===== src/bdct_pkg.sv =====
// ============================================================================
// bdct_pkg
// Shared types, constants and helpers of the block dark-count threshold.
// ============================================================================
package bdct_pkg;

    // Parameter defaults
    localparam int DEF_MAX_GRID_COLS   = 16;
    localparam int DEF_MAX_IMAGE_WIDTH = 4096;

    // Fixed field widths
    localparam int PIX_W      = 8;
    localparam int CFG_IDX_W  = 3;
    localparam int CFG_DATA_W = 25;
    localparam int CFG_GEO_W  = 13;
    localparam int CFG_GRID_W = 5;
    localparam int CNT_W      = 25;
    localparam int CELL_POS_W = 12;
    localparam int ROW_W      = 5;
    localparam int OUT_IDX_W  = 4;
    localparam int CLAMP_W    = 15;

    // Clamp limits of the cell geometry and the grid height
    localparam int CELL_MAX      = 4096;
    localparam int GRID_ROWS_MAX = 16;

    localparam logic [CNT_W-1:0] COUNT_MAX = '1;

    // Register indexes of the configuration port
    typedef enum logic [CFG_IDX_W-1:0] {
        REG_IMAGE_WIDTH    = 3'd0,
        REG_CELL_WIDTH     = 3'd1,
        REG_CELL_HEIGHT    = 3'd2,
        REG_GRID_COLS      = 3'd3,
        REG_GRID_ROWS      = 3'd4,
        REG_MIN_DARK_COUNT = 3'd5,
        REG_DARK_LEVEL     = 3'd6
    } t_cfg_reg;

    // Reset values of the registers (geometry values stored as value - 1)
    localparam logic [CELL_POS_W-1:0] RST_CELL_M1    = '0;
    localparam logic [3:0]            RST_GRID_M1    = 4'd4;
    localparam int                    RST_IMAGE_M1   = 4;
    localparam logic [CNT_W-1:0]      RST_MIN_DARK   = 25'd1;
    localparam logic [PIX_W-1:0]      RST_DARK_LEVEL = 8'd96;

    // Per-pixel word handed from the position tracker to the counter stage
    typedef struct packed {
        logic                 restart;  // first pixel of a new image
        logic                 cnt;      // pixel lies inside the grid
        logic                 start;    // first pixel of its cell
        logic                 finish;   // last pixel of its cell
        logic                 dark;     // pixel at or below the dark level
        logic                 last;     // pixel lies in the bottom-right cell
        logic [OUT_IDX_W-1:0] col;
        logic [OUT_IDX_W-1:0] row;
    } t_pix_info;

    // Clamp a register value to [1, hi] and return it minus one
    function automatic logic [CLAMP_W-1:0] clamp_m1(input logic [CFG_GEO_W-1:0] v,
                                                    input logic [CLAMP_W-1:0]   hi);
        logic [CLAMP_W-1:0] ve;
        ve = CLAMP_W'(v);
        if (ve == '0) begin
            return '0;
        end else if (ve > hi) begin
            return hi - 1'b1;
        end else begin
            return ve - 1'b1;
        end
    endfunction

endpackage


===== src/block_dark_count_threshold.sv =====
// ============================================================================
// block_dark_count_threshold
// Grid downsample and binarize: per-cell dark pixel count against a minimum.
// ============================================================================
// Pixels enter in raster order at one word per clock cycle unless the output
// stalls, with no bubbles needed between words. Each cell's bit passes the
// stage 1 and output registers. The running counts of one cell row live in a
// small memory of MAX_GRID_COLS entries that is read when a pixel is accepted
// and written back from stage 1, with forwarding when consecutive pixels hit
// the same cell column; that read-modify-write sets the one-word-per-cycle
// figure. Per-entry valid bits clear the counts on reset and on a first pixel
// at once, so the block needs no clearing pass. A stalled output holds at
// most one finished word and one word in flight before input stalls.
// ============================================================================
module block_dark_count_threshold #(
    parameter int MAX_GRID_COLS   = bdct_pkg::DEF_MAX_GRID_COLS,
    parameter int MAX_IMAGE_WIDTH = bdct_pkg::DEF_MAX_IMAGE_WIDTH
) (
    input  logic                                i_clk,
    input  logic                                i_rst_n,
    input  logic                                i_cfg_we,
    input  logic [bdct_pkg::CFG_IDX_W-1:0]      i_cfg_idx,
    input  logic [bdct_pkg::CFG_DATA_W-1:0]     i_cfg_data,
    input  logic                                i_valid,
    output logic                                o_ready,
    input  logic [bdct_pkg::PIX_W-1:0]          i_pixel,
    input  logic                                i_first_pixel,
    output logic                                o_valid,
    input  logic                                i_ready,
    output logic                                o_cell_dark,
    output logic [bdct_pkg::OUT_IDX_W-1:0]      o_cell_col,
    output logic [bdct_pkg::OUT_IDX_W-1:0]      o_cell_row,
    output logic                                o_last_cell
);
    import bdct_pkg::*;

    localparam int CCW = (MAX_GRID_COLS > 1) ? $clog2(MAX_GRID_COLS) : 1;

    logic           fire;
    logic           s1_free;
    t_pix_info      info;
    logic [CCW-1:0] rd_addr;

    // Take a word whenever the counter stage can move on
    assign o_ready = s1_free;
    assign fire    = i_valid && s1_free;

    bdct_pos #(
        .MAX_GRID_COLS   (MAX_GRID_COLS),
        .MAX_IMAGE_WIDTH (MAX_IMAGE_WIDTH),
        .CCW             (CCW)
    ) u_pos (
        .i_clk         (i_clk),
        .i_rst_n       (i_rst_n),
        .i_cfg_we      (i_cfg_we),
        .i_cfg_idx     (i_cfg_idx),
        .i_cfg_data    (i_cfg_data),
        .i_fire        (fire),
        .i_pixel       (i_pixel),
        .i_first_pixel (i_first_pixel),
        .o_info        (info),
        .o_rd_addr     (rd_addr)
    );

    bdct_acc #(
        .MAX_GRID_COLS (MAX_GRID_COLS),
        .CCW           (CCW)
    ) u_acc (
        .i_clk       (i_clk),
        .i_rst_n     (i_rst_n),
        .i_cfg_we    (i_cfg_we),
        .i_cfg_idx   (i_cfg_idx),
        .i_cfg_data  (i_cfg_data),
        .i_fire      (fire),
        .i_info      (info),
        .i_rd_addr   (rd_addr),
        .o_s1_free   (s1_free),
        .o_valid     (o_valid),
        .i_ready     (i_ready),
        .o_cell_dark (o_cell_dark),
        .o_cell_col  (o_cell_col),
        .o_cell_row  (o_cell_row),
        .o_last_cell (o_last_cell)
    );

endmodule


===== src/bdct_ram.sv =====
// ============================================================================
// bdct_ram
// Generic single-write, single-read RAM with a registered read port.
// ============================================================================
module bdct_ram #(
    parameter int WIDTH = 8,
    parameter int DEPTH = 16,
    parameter int AW    = (DEPTH > 1) ? $clog2(DEPTH) : 1
) (
    input  logic             i_clk,
    input  logic             i_we,
    input  logic [AW-1:0]    i_waddr,
    input  logic [WIDTH-1:0] i_wdata,
    input  logic             i_re,
    input  logic [AW-1:0]    i_raddr,
    output logic [WIDTH-1:0] o_rdata
);

    logic [WIDTH-1:0] r_mem [DEPTH];
    logic [WIDTH-1:0] r_rdata;

    // Write port
    always_ff @(posedge i_clk) begin
        if (i_we) begin
            r_mem[i_waddr] <= i_wdata;
        end
    end

    // Read port, old data on a same-address collision
    always_ff @(posedge i_clk) begin
        if (i_re) begin
            r_rdata <= r_mem[i_raddr];
        end
    end

    assign o_rdata = r_rdata;

endmodule


===== src/bdct_pos.sv =====
// ============================================================================
// bdct_pos
// Raster position tracker: geometry registers, pixel/cell position counters
// and the per-pixel classification handed to the counter stage.
// ============================================================================
module bdct_pos #(
    parameter int MAX_GRID_COLS   = bdct_pkg::DEF_MAX_GRID_COLS,
    parameter int MAX_IMAGE_WIDTH = bdct_pkg::DEF_MAX_IMAGE_WIDTH,
    parameter int CCW             = (MAX_GRID_COLS > 1) ? $clog2(MAX_GRID_COLS) : 1
) (
    input  logic                                i_clk,
    input  logic                                i_rst_n,
    input  logic                                i_cfg_we,
    input  logic [bdct_pkg::CFG_IDX_W-1:0]      i_cfg_idx,
    input  logic [bdct_pkg::CFG_DATA_W-1:0]     i_cfg_data,
    input  logic                                i_fire,
    input  logic [bdct_pkg::PIX_W-1:0]          i_pixel,
    input  logic                                i_first_pixel,
    output bdct_pkg::t_pix_info                 o_info,
    output logic [CCW-1:0]                      o_rd_addr
);
    import bdct_pkg::*;

    localparam int PW = (MAX_IMAGE_WIDTH > 1) ? $clog2(MAX_IMAGE_WIDTH) : 1;
    localparam logic [CLAMP_W-1:0] IW_HI   = CLAMP_W'(MAX_IMAGE_WIDTH);
    localparam logic [CLAMP_W-1:0] CELL_HI = CLAMP_W'(CELL_MAX);
    localparam logic [CLAMP_W-1:0] GC_HI   = CLAMP_W'(MAX_GRID_COLS);
    localparam logic [CLAMP_W-1:0] GR_HI   = CLAMP_W'(GRID_ROWS_MAX);

    // Geometry registers
    logic [PW-1:0]         r_iw_m1;
    logic [CELL_POS_W-1:0] r_cw_m1;
    logic [CELL_POS_W-1:0] r_ch_m1;
    logic [CCW-1:0]        r_gc_m1;
    logic [3:0]            r_gr_m1;
    logic [PIX_W-1:0]      r_dark_level;

    // Position state
    logic [PW-1:0]         r_pos,  n_pos;
    logic [CELL_POS_W-1:0] r_cic,  n_cic;
    logic [CELL_POS_W-1:0] r_ric,  n_ric;
    logic [CCW-1:0]        r_col,  n_col;
    logic [ROW_W-1:0]      r_row,  n_row;
    logic                  r_past, n_past;

    logic [PW-1:0]         eff_pos;
    logic [CELL_POS_W-1:0] eff_cic;
    logic [CELL_POS_W-1:0] eff_ric;
    logic [CCW-1:0]        eff_col;
    logic [ROW_W-1:0]      eff_row;
    logic                  eff_past;
    logic                  in_grid;
    logic                  cic_end;
    logic                  ric_end;
    logic [CFG_GEO_W-1:0]  cfg_geo;
    logic [CFG_GEO_W-1:0]  cfg_grid;

    assign cfg_geo  = i_cfg_data[CFG_GEO_W-1:0];
    assign cfg_grid = CFG_GEO_W'(i_cfg_data[CFG_GRID_W-1:0]);

    // Take register writes; geometry values are clamped and stored as value - 1
    always_ff @(posedge i_clk) begin
        if (!i_rst_n) begin
            r_iw_m1      <= PW'(RST_IMAGE_M1);
            r_cw_m1      <= RST_CELL_M1;
            r_ch_m1      <= RST_CELL_M1;
            r_gc_m1      <= CCW'(RST_GRID_M1);
            r_gr_m1      <= RST_GRID_M1;
            r_dark_level <= RST_DARK_LEVEL;
        end else if (i_cfg_we) begin
            case (i_cfg_idx)
                REG_IMAGE_WIDTH: r_iw_m1      <= PW'(clamp_m1(cfg_geo, IW_HI));
                REG_CELL_WIDTH:  r_cw_m1      <= CELL_POS_W'(clamp_m1(cfg_geo, CELL_HI));
                REG_CELL_HEIGHT: r_ch_m1      <= CELL_POS_W'(clamp_m1(cfg_geo, CELL_HI));
                REG_GRID_COLS:   r_gc_m1      <= CCW'(clamp_m1(cfg_grid, GC_HI));
                REG_GRID_ROWS:   r_gr_m1      <= 4'(clamp_m1(cfg_grid, GR_HI));
                REG_DARK_LEVEL:  r_dark_level <= i_cfg_data[PIX_W-1:0];
                default: ;
            endcase
        end
    end

    // Restart the position ahead of a first pixel
    always_comb begin
        eff_pos  = i_first_pixel ? '0   : r_pos;
        eff_cic  = i_first_pixel ? '0   : r_cic;
        eff_ric  = i_first_pixel ? '0   : r_ric;
        eff_col  = i_first_pixel ? '0   : r_col;
        eff_row  = i_first_pixel ? '0   : r_row;
        eff_past = i_first_pixel ? 1'b0 : r_past;
    end

    // Classify the pixel against the grid
    assign in_grid = !eff_past && (eff_col <= r_gc_m1) && (eff_row <= {1'b0, r_gr_m1});
    assign cic_end = eff_cic >= r_cw_m1;
    assign ric_end = eff_ric >= r_ch_m1;

    always_comb begin
        o_info.restart = i_first_pixel;
        o_info.cnt     = in_grid;
        o_info.start   = (eff_cic == '0) && (eff_ric == '0);
        o_info.finish  = in_grid && cic_end && ric_end;
        o_info.dark    = i_pixel <= r_dark_level;
        o_info.last    = (eff_col == r_gc_m1) && (eff_row == {1'b0, r_gr_m1});
        o_info.col     = OUT_IDX_W'(eff_col);
        o_info.row     = eff_row[OUT_IDX_W-1:0];
    end

    assign o_rd_addr = eff_col;

    // Advance the raster position
    always_comb begin
        n_pos  = eff_pos;
        n_cic  = eff_cic;
        n_ric  = eff_ric;
        n_col  = eff_col;
        n_row  = eff_row;
        n_past = eff_past;
        if (eff_pos >= r_iw_m1) begin
            n_pos  = '0;
            n_cic  = '0;
            n_col  = '0;
            n_past = 1'b0;
            if (eff_row <= {1'b0, r_gr_m1}) begin
                if (ric_end) begin
                    n_ric = '0;
                    n_row = eff_row + 1'b1;
                end else begin
                    n_ric = eff_ric + 1'b1;
                end
            end
        end else begin
            n_pos = eff_pos + 1'b1;
            if (!eff_past) begin
                if (cic_end) begin
                    n_cic = '0;
                    if (eff_col >= r_gc_m1) begin
                        n_past = 1'b1;
                    end else begin
                        n_col = eff_col + 1'b1;
                    end
                end else begin
                    n_cic = eff_cic + 1'b1;
                end
            end
        end
    end

    always_ff @(posedge i_clk) begin
        if (!i_rst_n) begin
            r_pos  <= '0;
            r_cic  <= '0;
            r_ric  <= '0;
            r_col  <= '0;
            r_row  <= '0;
            r_past <= 1'b0;
        end else if (i_fire) begin
            r_pos  <= n_pos;
            r_cic  <= n_cic;
            r_ric  <= n_ric;
            r_col  <= n_col;
            r_row  <= n_row;
            r_past <= n_past;
        end
    end

    // Position moves only on an accepted word
    a_pos_hold: assert property (@(posedge i_clk) disable iff (!i_rst_n)
        !i_fire |=> $stable(r_pos) && $stable(r_row) && $stable(r_col))
        else $error("position changed without an accepted word");

    // A first pixel leaves the position at most one step past the origin
    a_restart_pos: assert property (@(posedge i_clk) disable iff (!i_rst_n)
        i_fire && i_first_pixel |=> r_pos <= 1 && r_cic <= 1 && r_row <= 1)
        else $error("first pixel did not restart the position");

endmodule


===== src/bdct_acc.sv =====
// ============================================================================
// bdct_acc
// Dark-count stage: read-modify-write of the per-column counter memory with
// forwarding, per-entry valid bits, threshold compare and output register.
// ============================================================================
module bdct_acc #(
    parameter int MAX_GRID_COLS = bdct_pkg::DEF_MAX_GRID_COLS,
    parameter int CCW           = (MAX_GRID_COLS > 1) ? $clog2(MAX_GRID_COLS) : 1
) (
    input  logic                                i_clk,
    input  logic                                i_rst_n,
    input  logic                                i_cfg_we,
    input  logic [bdct_pkg::CFG_IDX_W-1:0]      i_cfg_idx,
    input  logic [bdct_pkg::CFG_DATA_W-1:0]     i_cfg_data,
    input  logic                                i_fire,
    input  bdct_pkg::t_pix_info                 i_info,
    input  logic [CCW-1:0]                      i_rd_addr,
    output logic                                o_s1_free,
    output logic                                o_valid,
    input  logic                                i_ready,
    output logic                                o_cell_dark,
    output logic [bdct_pkg::OUT_IDX_W-1:0]      o_cell_col,
    output logic [bdct_pkg::OUT_IDX_W-1:0]      o_cell_row,
    output logic                                o_last_cell
);
    import bdct_pkg::*;

    logic [CNT_W-1:0]         r_min;

    // Stage 1: word waiting for its counter read
    logic                     r_s1_valid;
    t_pix_info                r_s1;
    logic [CCW-1:0]           r_s1_addr;
    logic                     r_fwd_hit;
    logic [CNT_W-1:0]         r_fwd_data;
    logic                     r_ent_ok;

    logic [MAX_GRID_COLS-1:0] r_vbits, n_vbits;

    logic                     r_out_valid;
    logic                     r_out_dark;
    logic [OUT_IDX_W-1:0]     r_out_col;
    logic [OUT_IDX_W-1:0]     r_out_row;
    logic                     r_out_last;

    logic [CNT_W-1:0]         rd_data;
    logic [CNT_W-1:0]         cur_cnt;
    logic [CNT_W-1:0]         new_cnt;
    logic                     s1_fire;
    logic                     wr_en;

    // Minimum dark count register
    always_ff @(posedge i_clk) begin
        if (!i_rst_n) begin
            r_min <= RST_MIN_DARK;
        end else if (i_cfg_we && (i_cfg_idx == REG_MIN_DARK_COUNT)) begin
            r_min <= i_cfg_data[CNT_W-1:0];
        end
    end

    bdct_ram #(
        .WIDTH (CNT_W),
        .DEPTH (MAX_GRID_COLS),
        .AW    (CCW)
    ) u_cnt_ram (
        .i_clk   (i_clk),
        .i_we    (wr_en),
        .i_waddr (r_s1_addr),
        .i_wdata (new_cnt),
        .i_re    (i_fire),
        .i_raddr (i_rd_addr),
        .o_rdata (rd_data)
    );

    // Pick forwarded, stored or cleared count, then update with saturation
    always_comb begin
        if (r_fwd_hit) begin
            cur_cnt = r_fwd_data;
        end else if (r_ent_ok) begin
            cur_cnt = rd_data;
        end else begin
            cur_cnt = '0;
        end
        if (r_s1.start) begin
            new_cnt = CNT_W'(r_s1.dark);
        end else if (cur_cnt != COUNT_MAX) begin
            new_cnt = cur_cnt + CNT_W'(r_s1.dark);
        end else begin
            new_cnt = cur_cnt;
        end
    end

    // Stage 1 advances unless its result finds the output register full
    assign s1_fire   = r_s1_valid && (!r_s1.finish || !r_out_valid || i_ready);
    assign wr_en     = s1_fire && r_s1.cnt;
    assign o_s1_free = !r_s1_valid || s1_fire;

    // Valid bits: set on write-back, drop all on image restart
    always_comb begin
        n_vbits = r_vbits;
        if (wr_en) begin
            n_vbits[r_s1_addr] = 1'b1;
        end
        if (i_fire && i_info.restart) begin
            n_vbits = '0;
        end
    end

    always_ff @(posedge i_clk) begin
        if (!i_rst_n) begin
            r_s1_valid <= 1'b0;
            r_vbits    <= '0;
            r_fwd_hit  <= 1'b0;
            r_ent_ok   <= 1'b0;
        end else begin
            r_vbits <= n_vbits;
            if (i_fire) begin
                r_s1_valid <= 1'b1;
                r_fwd_hit  <= !i_info.restart && wr_en && (r_s1_addr == i_rd_addr);
                r_ent_ok   <= !i_info.restart && r_vbits[i_rd_addr];
            end else if (s1_fire) begin
                r_s1_valid <= 1'b0;
            end
        end
    end

    // Capture the issued word and the write-back that overlaps its read
    always_ff @(posedge i_clk) begin
        if (i_fire) begin
            r_s1       <= i_info;
            r_s1_addr  <= i_rd_addr;
            r_fwd_data <= new_cnt;
        end
    end

    // Output register
    always_ff @(posedge i_clk) begin
        if (!i_rst_n) begin
            r_out_valid <= 1'b0;
        end else if (s1_fire && r_s1.finish) begin
            r_out_valid <= 1'b1;
        end else if (i_ready) begin
            r_out_valid <= 1'b0;
        end
    end

    always_ff @(posedge i_clk) begin
        if (s1_fire && r_s1.finish) begin
            r_out_dark <= new_cnt >= r_min;
            r_out_col  <= r_s1.col;
            r_out_row  <= r_s1.row;
            r_out_last <= r_s1.last;
        end
    end

    assign o_valid     = r_out_valid;
    assign o_cell_dark = r_out_dark;
    assign o_cell_col  = r_out_col;
    assign o_cell_row  = r_out_row;
    assign o_last_cell = r_out_last;

    // A restart wins over a same-cycle write-back
    a_restart_clear: assert property (@(posedge i_clk) disable iff (!i_rst_n)
        i_fire && i_info.restart |=> r_vbits == '0)
        else $error("valid bits survived an image restart");

    // A finished cell blocked by a full output register stays in stage 1
    a_s1_hold: assert property (@(posedge i_clk) disable iff (!i_rst_n)
        r_s1_valid && r_s1.finish && r_out_valid && !i_ready |=> r_s1_valid && $stable(r_s1))
        else $error("finished cell lost while output was stalled");

    // A finished cell always reaches the output register
    a_out_load: assert property (@(posedge i_clk) disable iff (!i_rst_n)
        s1_fire && r_s1.finish |=> r_out_valid)
        else $error("finished cell did not load the output register");

endmodule


===== config.mk =====
export PLATFORM = sky130hd
export DESIGN_NAME = block_dark_count_threshold
export DESIGN_NICKNAME = d
export VERILOG_FILES = /design/src/bdct_pkg.sv /design/src/block_dark_count_threshold.sv /design/src/bdct_ram.sv /design/src/bdct_pos.sv /design/src/bdct_acc.sv
export SDC_FILE = /design/constraint.sdc
export NUM_CORES = 1
export LEC_CHECK = 0
export BUFFER_PORTS_ARGS = -buffer_cell sky130_fd_sc_hd__buf_2
export CORE_ASPECT_RATIO = 1.4
export CORE_UTILIZATION = 40
export CTS_CLUSTER_DIAMETER = 80
export DETAILED_ROUTE_END_ITERATION = 7
export HOLD_SLACK_MARGIN = 0.12
export SETUP_SLACK_MARGIN = 0.4
export SYNTH_ARGS = -nofsm -noshare
export SYNTH_HDL_FRONTEND = slang
export SYNTH_HIERARCHICAL = 1
export SYNTH_SLANG_ARGS = --single-unit
export TNS_END_PERCENT = 50

===== constraint.sdc =====
create_clock -name i_clk -period 5.6 [get_ports i_clk]
set_input_delay 0.84 -clock i_clk [delete_from_list [all_inputs] [get_ports i_clk]]
set_output_delay 0.84 -clock i_clk [all_outputs]
set_load 0.05 [all_outputs]

==> reports/summary.txt <==
Outcome -> finished, final reports clean
Setup Skew -> 0.0227 ns
R2r setup slk -> 0.65 ns
MaxCap Viol Count -> 0
Chip width -> 224 um
Max_slew headroom -> 6.74%
Detailed placement HPWL -> 45,800 um
Crit share post-route -> 88.3%
Avg Inst Size Synth -> 13.6 um2
Worst-skew pair later-pin latency -> 0.63 ns
WL final -> 70,600 um
GPL Wtd Cong -> 0.903
Reg clk slew, reported paths -> 0.06 ns
Worst r2r path cells -> 14
Power Dens Cells -> 310 nW/um2
Fin area -> 31,200 um2
Ports -> 54
Setup TNS -> 0 ns
Top-count cell post-synth -> edfxtp_1
Critical Path RT -> 5.94 ns
Net Count, Synth -> 2,164
CTS tree -> done
VDD IR max -> 0.000228 V
Inserted Clock Buffers -> 59
Core footprint -> 68,000 um2
Root buffer cell -> clkbuf_16
# port buffers -> 53
Detailed Routing Iterations Pass 1 -> 5
Cell area after synthesis -> 27,600 um2
Seq/Total Area, Yosys -> 62.3%
Synth-to-layout area growth -> 13.1%
GRT Resource Usage Total -> 20.3%
Antenna-violating nets left -> 0
Clock buffer depth -> 3
Final hold slack -> 0.419 ns
# setup viols final -> 0
Nets -> 2,233
Worst R2R Start -> u_acc/r_ent_ok
RR Endpoint -> u_acc/o_cell_dark
P_leak -> 0.0109 uW
Iter 0 DRT Violations -> 1,247
Final slew viol count -> 0
Row count -> 113
Vias in the first global route -> 17,754
Final WS setup -> 0.654 ns
CP startpoint kind -> register
Placed insts -> 2,962
HP Class -> reg2reg
Via count -> 17,299
Total number of H-tree levels -> 2
Yosys top cell area share -> 51.9%
Dominant cells by area after synthesis -> edfxtp_1 (52%), dfxtp_1 (10%), mux4_2 (8.5%)
Overflow after GRT -> 0
Die area -> 70,100 um2
Unrepaired setup endpoints after global routing -> no
EDFF count, synth -> 477
Synth top cells by count -> edfxtp_1 (477), nand2_1 (183), nor2_1 (145), dfxtp_1 (143), mux4_2 (104)
Hold buffers post-CTS -> 0
Area leader, netlist -> edfxtp_1
Ant diodes -> 0
Path type of the worst setup path -> reg2reg
Num Clock Sinks -> 620
Crit-path max FO -> 18
Vias per Instance -> 5.63
Synth warn -> 6
DRC -> 0
Hold Path Cell Cnt -> 0
Post-synth ARST share -> 0%
Hold EP -> u_acc/o_cell_col[1]
Final hold violations -> 0
Largest net degree at the start of global routing -> 110
Initial Util -> 40.6%
WL per Instance -> 22.9 um
Layout cells sized above 1 -> 18.1%
Die Y -> 313 um
Final min period -> 4.95 ns
First-pass GRT wire length -> 107,000 um
Most used DFF post-synth -> edfxtp_1
Placed inst area -> 29,100 um2
Register bit total from synthesis -> 620
Cell variety after synth -> 91
Critical Path AT -> 5.28 ns
Crit path capture type -> register
Pre-CTS WS -> 0.321 ns
Antenna violations before repair -> 3
Mapped Cells -> 2,036
Fmax -> 202 MHz
Slew @ Worst Pin -> 1.39 ns
Min-delay src -> u_acc/r_s1[5]
Finished Layout Cells -> 3,075
[critical path: stages, from the launching register on]
cell and delay, ns:
dfxtp_1 0.73, buf_4 0.29, nand4b_1 0.16, a22o_1 0.37, o41ai_4 0.71, nor2_4 0.14
nand2_1 0.15, nor3b_4 0.64, ha_1 0.38, a21o_1 0.17, a21o_1 0.17, a21oi_1 0.15
nor3_1 0.07, a2111oi_0 0.35, o21ai_0 0.16
[repair_timing]
| item | 4_1_cts | 5_1_grt |
|---|---|---|
| pin swaps | 0 | 1 |
| setup endpoints to repair | 1 | 1 |
| setup buffers | 0 | 2 |
| resized for setup | 2 | 4 |
| gates cloned | 0 | 0 |
[routing by layer]
layer	global-route usage, %	vias up	part of all wire, %
li1	-	7895	-
met1	23.8	8834	39
met2	37.5	434	54
met3	2.68	130	3.9
met4	7.71	6	3.6
met5	0	-	0.043
[worst max path at each step]
| stage | startpoint | to | slack (ns) |
|---|---|---|---|
| final | u_acc/r_ent_ok | u_acc/o_cell_dark | 0.65 |
| after global routing | u_acc/r_ent_ok | u_acc/o_cell_dark | 0.42 |
| after CTS | u_acc/r_fwd_hit | u_acc/o_cell_dark | 0.41 |
| after detailed placement | u_acc/r_fwd_hit | u_acc/o_cell_dark | 0.32 |
| after global placement | u_acc/r_fwd_hit | u_acc/o_cell_dark | 0.46 |
| after floorplan | i_ready | u_pos/r_cic[3] | 0.62 |
[per-stage QoR]
step | utilization [%] | total power, uW
floorplan | - | 5410
global placement | 42.8 | 5550
detailed placement | 42.8 | 5560
CTS | 45.8 | 9750
global route | 45.9 | 9960
finish | 45.9 | 9660
[cell usage in the layout, fill, tap and decap left out, types with 10 or more instances in the layout]
cell type / count
a211oi_1: 31
a21boi_0: 26
a21o_1: 15
a21oi_1: 68
a22oi_1: 63
a31oi_1: 17
and2_1: 11
and3_1: 12
buf_2: 53
buf_4: 56
clkbuf_16: 60
clkinv_1: 12
clkinv_2: 10
dfxtp_1: 142
edfxtp_1: 477
ha_1: 86
inv_1: 100
mux4_2: 104
nand2_1: 183
nand3_1: 58
nand4_1: 25
nand4b_1: 11
nor2_1: 129
nor2_4: 13
nor2b_1: 50
nor3_1: 30
nor4_1: 13
o211ai_1: 10
o21ai_0: 36
xnor2_1: 16
xor2_1: 16
[registers in the layout, summed over array words and instances (netlist names), 13 cells and up]
| register | count |
|---|---|
| u_acc/r_s1 | 13 |
| u_acc/r_fwd_data | 25 |
| u_acc/u_cnt_ram/r_mem | 400 |
| u_acc/r_min | 25 |
| u_acc/r_vbits | 16 |
| u_acc/u_cnt_ram/o_rdata | 25 |
[layout make-up]
class / count / area, um2
clock inverters: 44 / 502
inverters: 103 / 392
multi-input cells: 1209 / 9690
clock buffers: 67 / 1540
repair buffers: 112 / 746
fillers: 6019 / 36800
well taps: 920 / 1150
flip-flops and latches: 620 / 17200
[kinds of logic after synthesis]
group,share of synthesized area (%)
compound gates,9.04
xor+xnor,1.02
fa+ha+maj,3.90
buf+inv,3.33
flops,62.3
mux,9.07
simple gates,11.4
[report_power, final]
group | internal [uW] | switching [uW]
Clock | 2420 | 1780
Combinational | 169 | 298
Sequential | 4960 | 35.5
Total | 7550 | 2120
No activity file was read; power rests on OpenSTA's default activity.
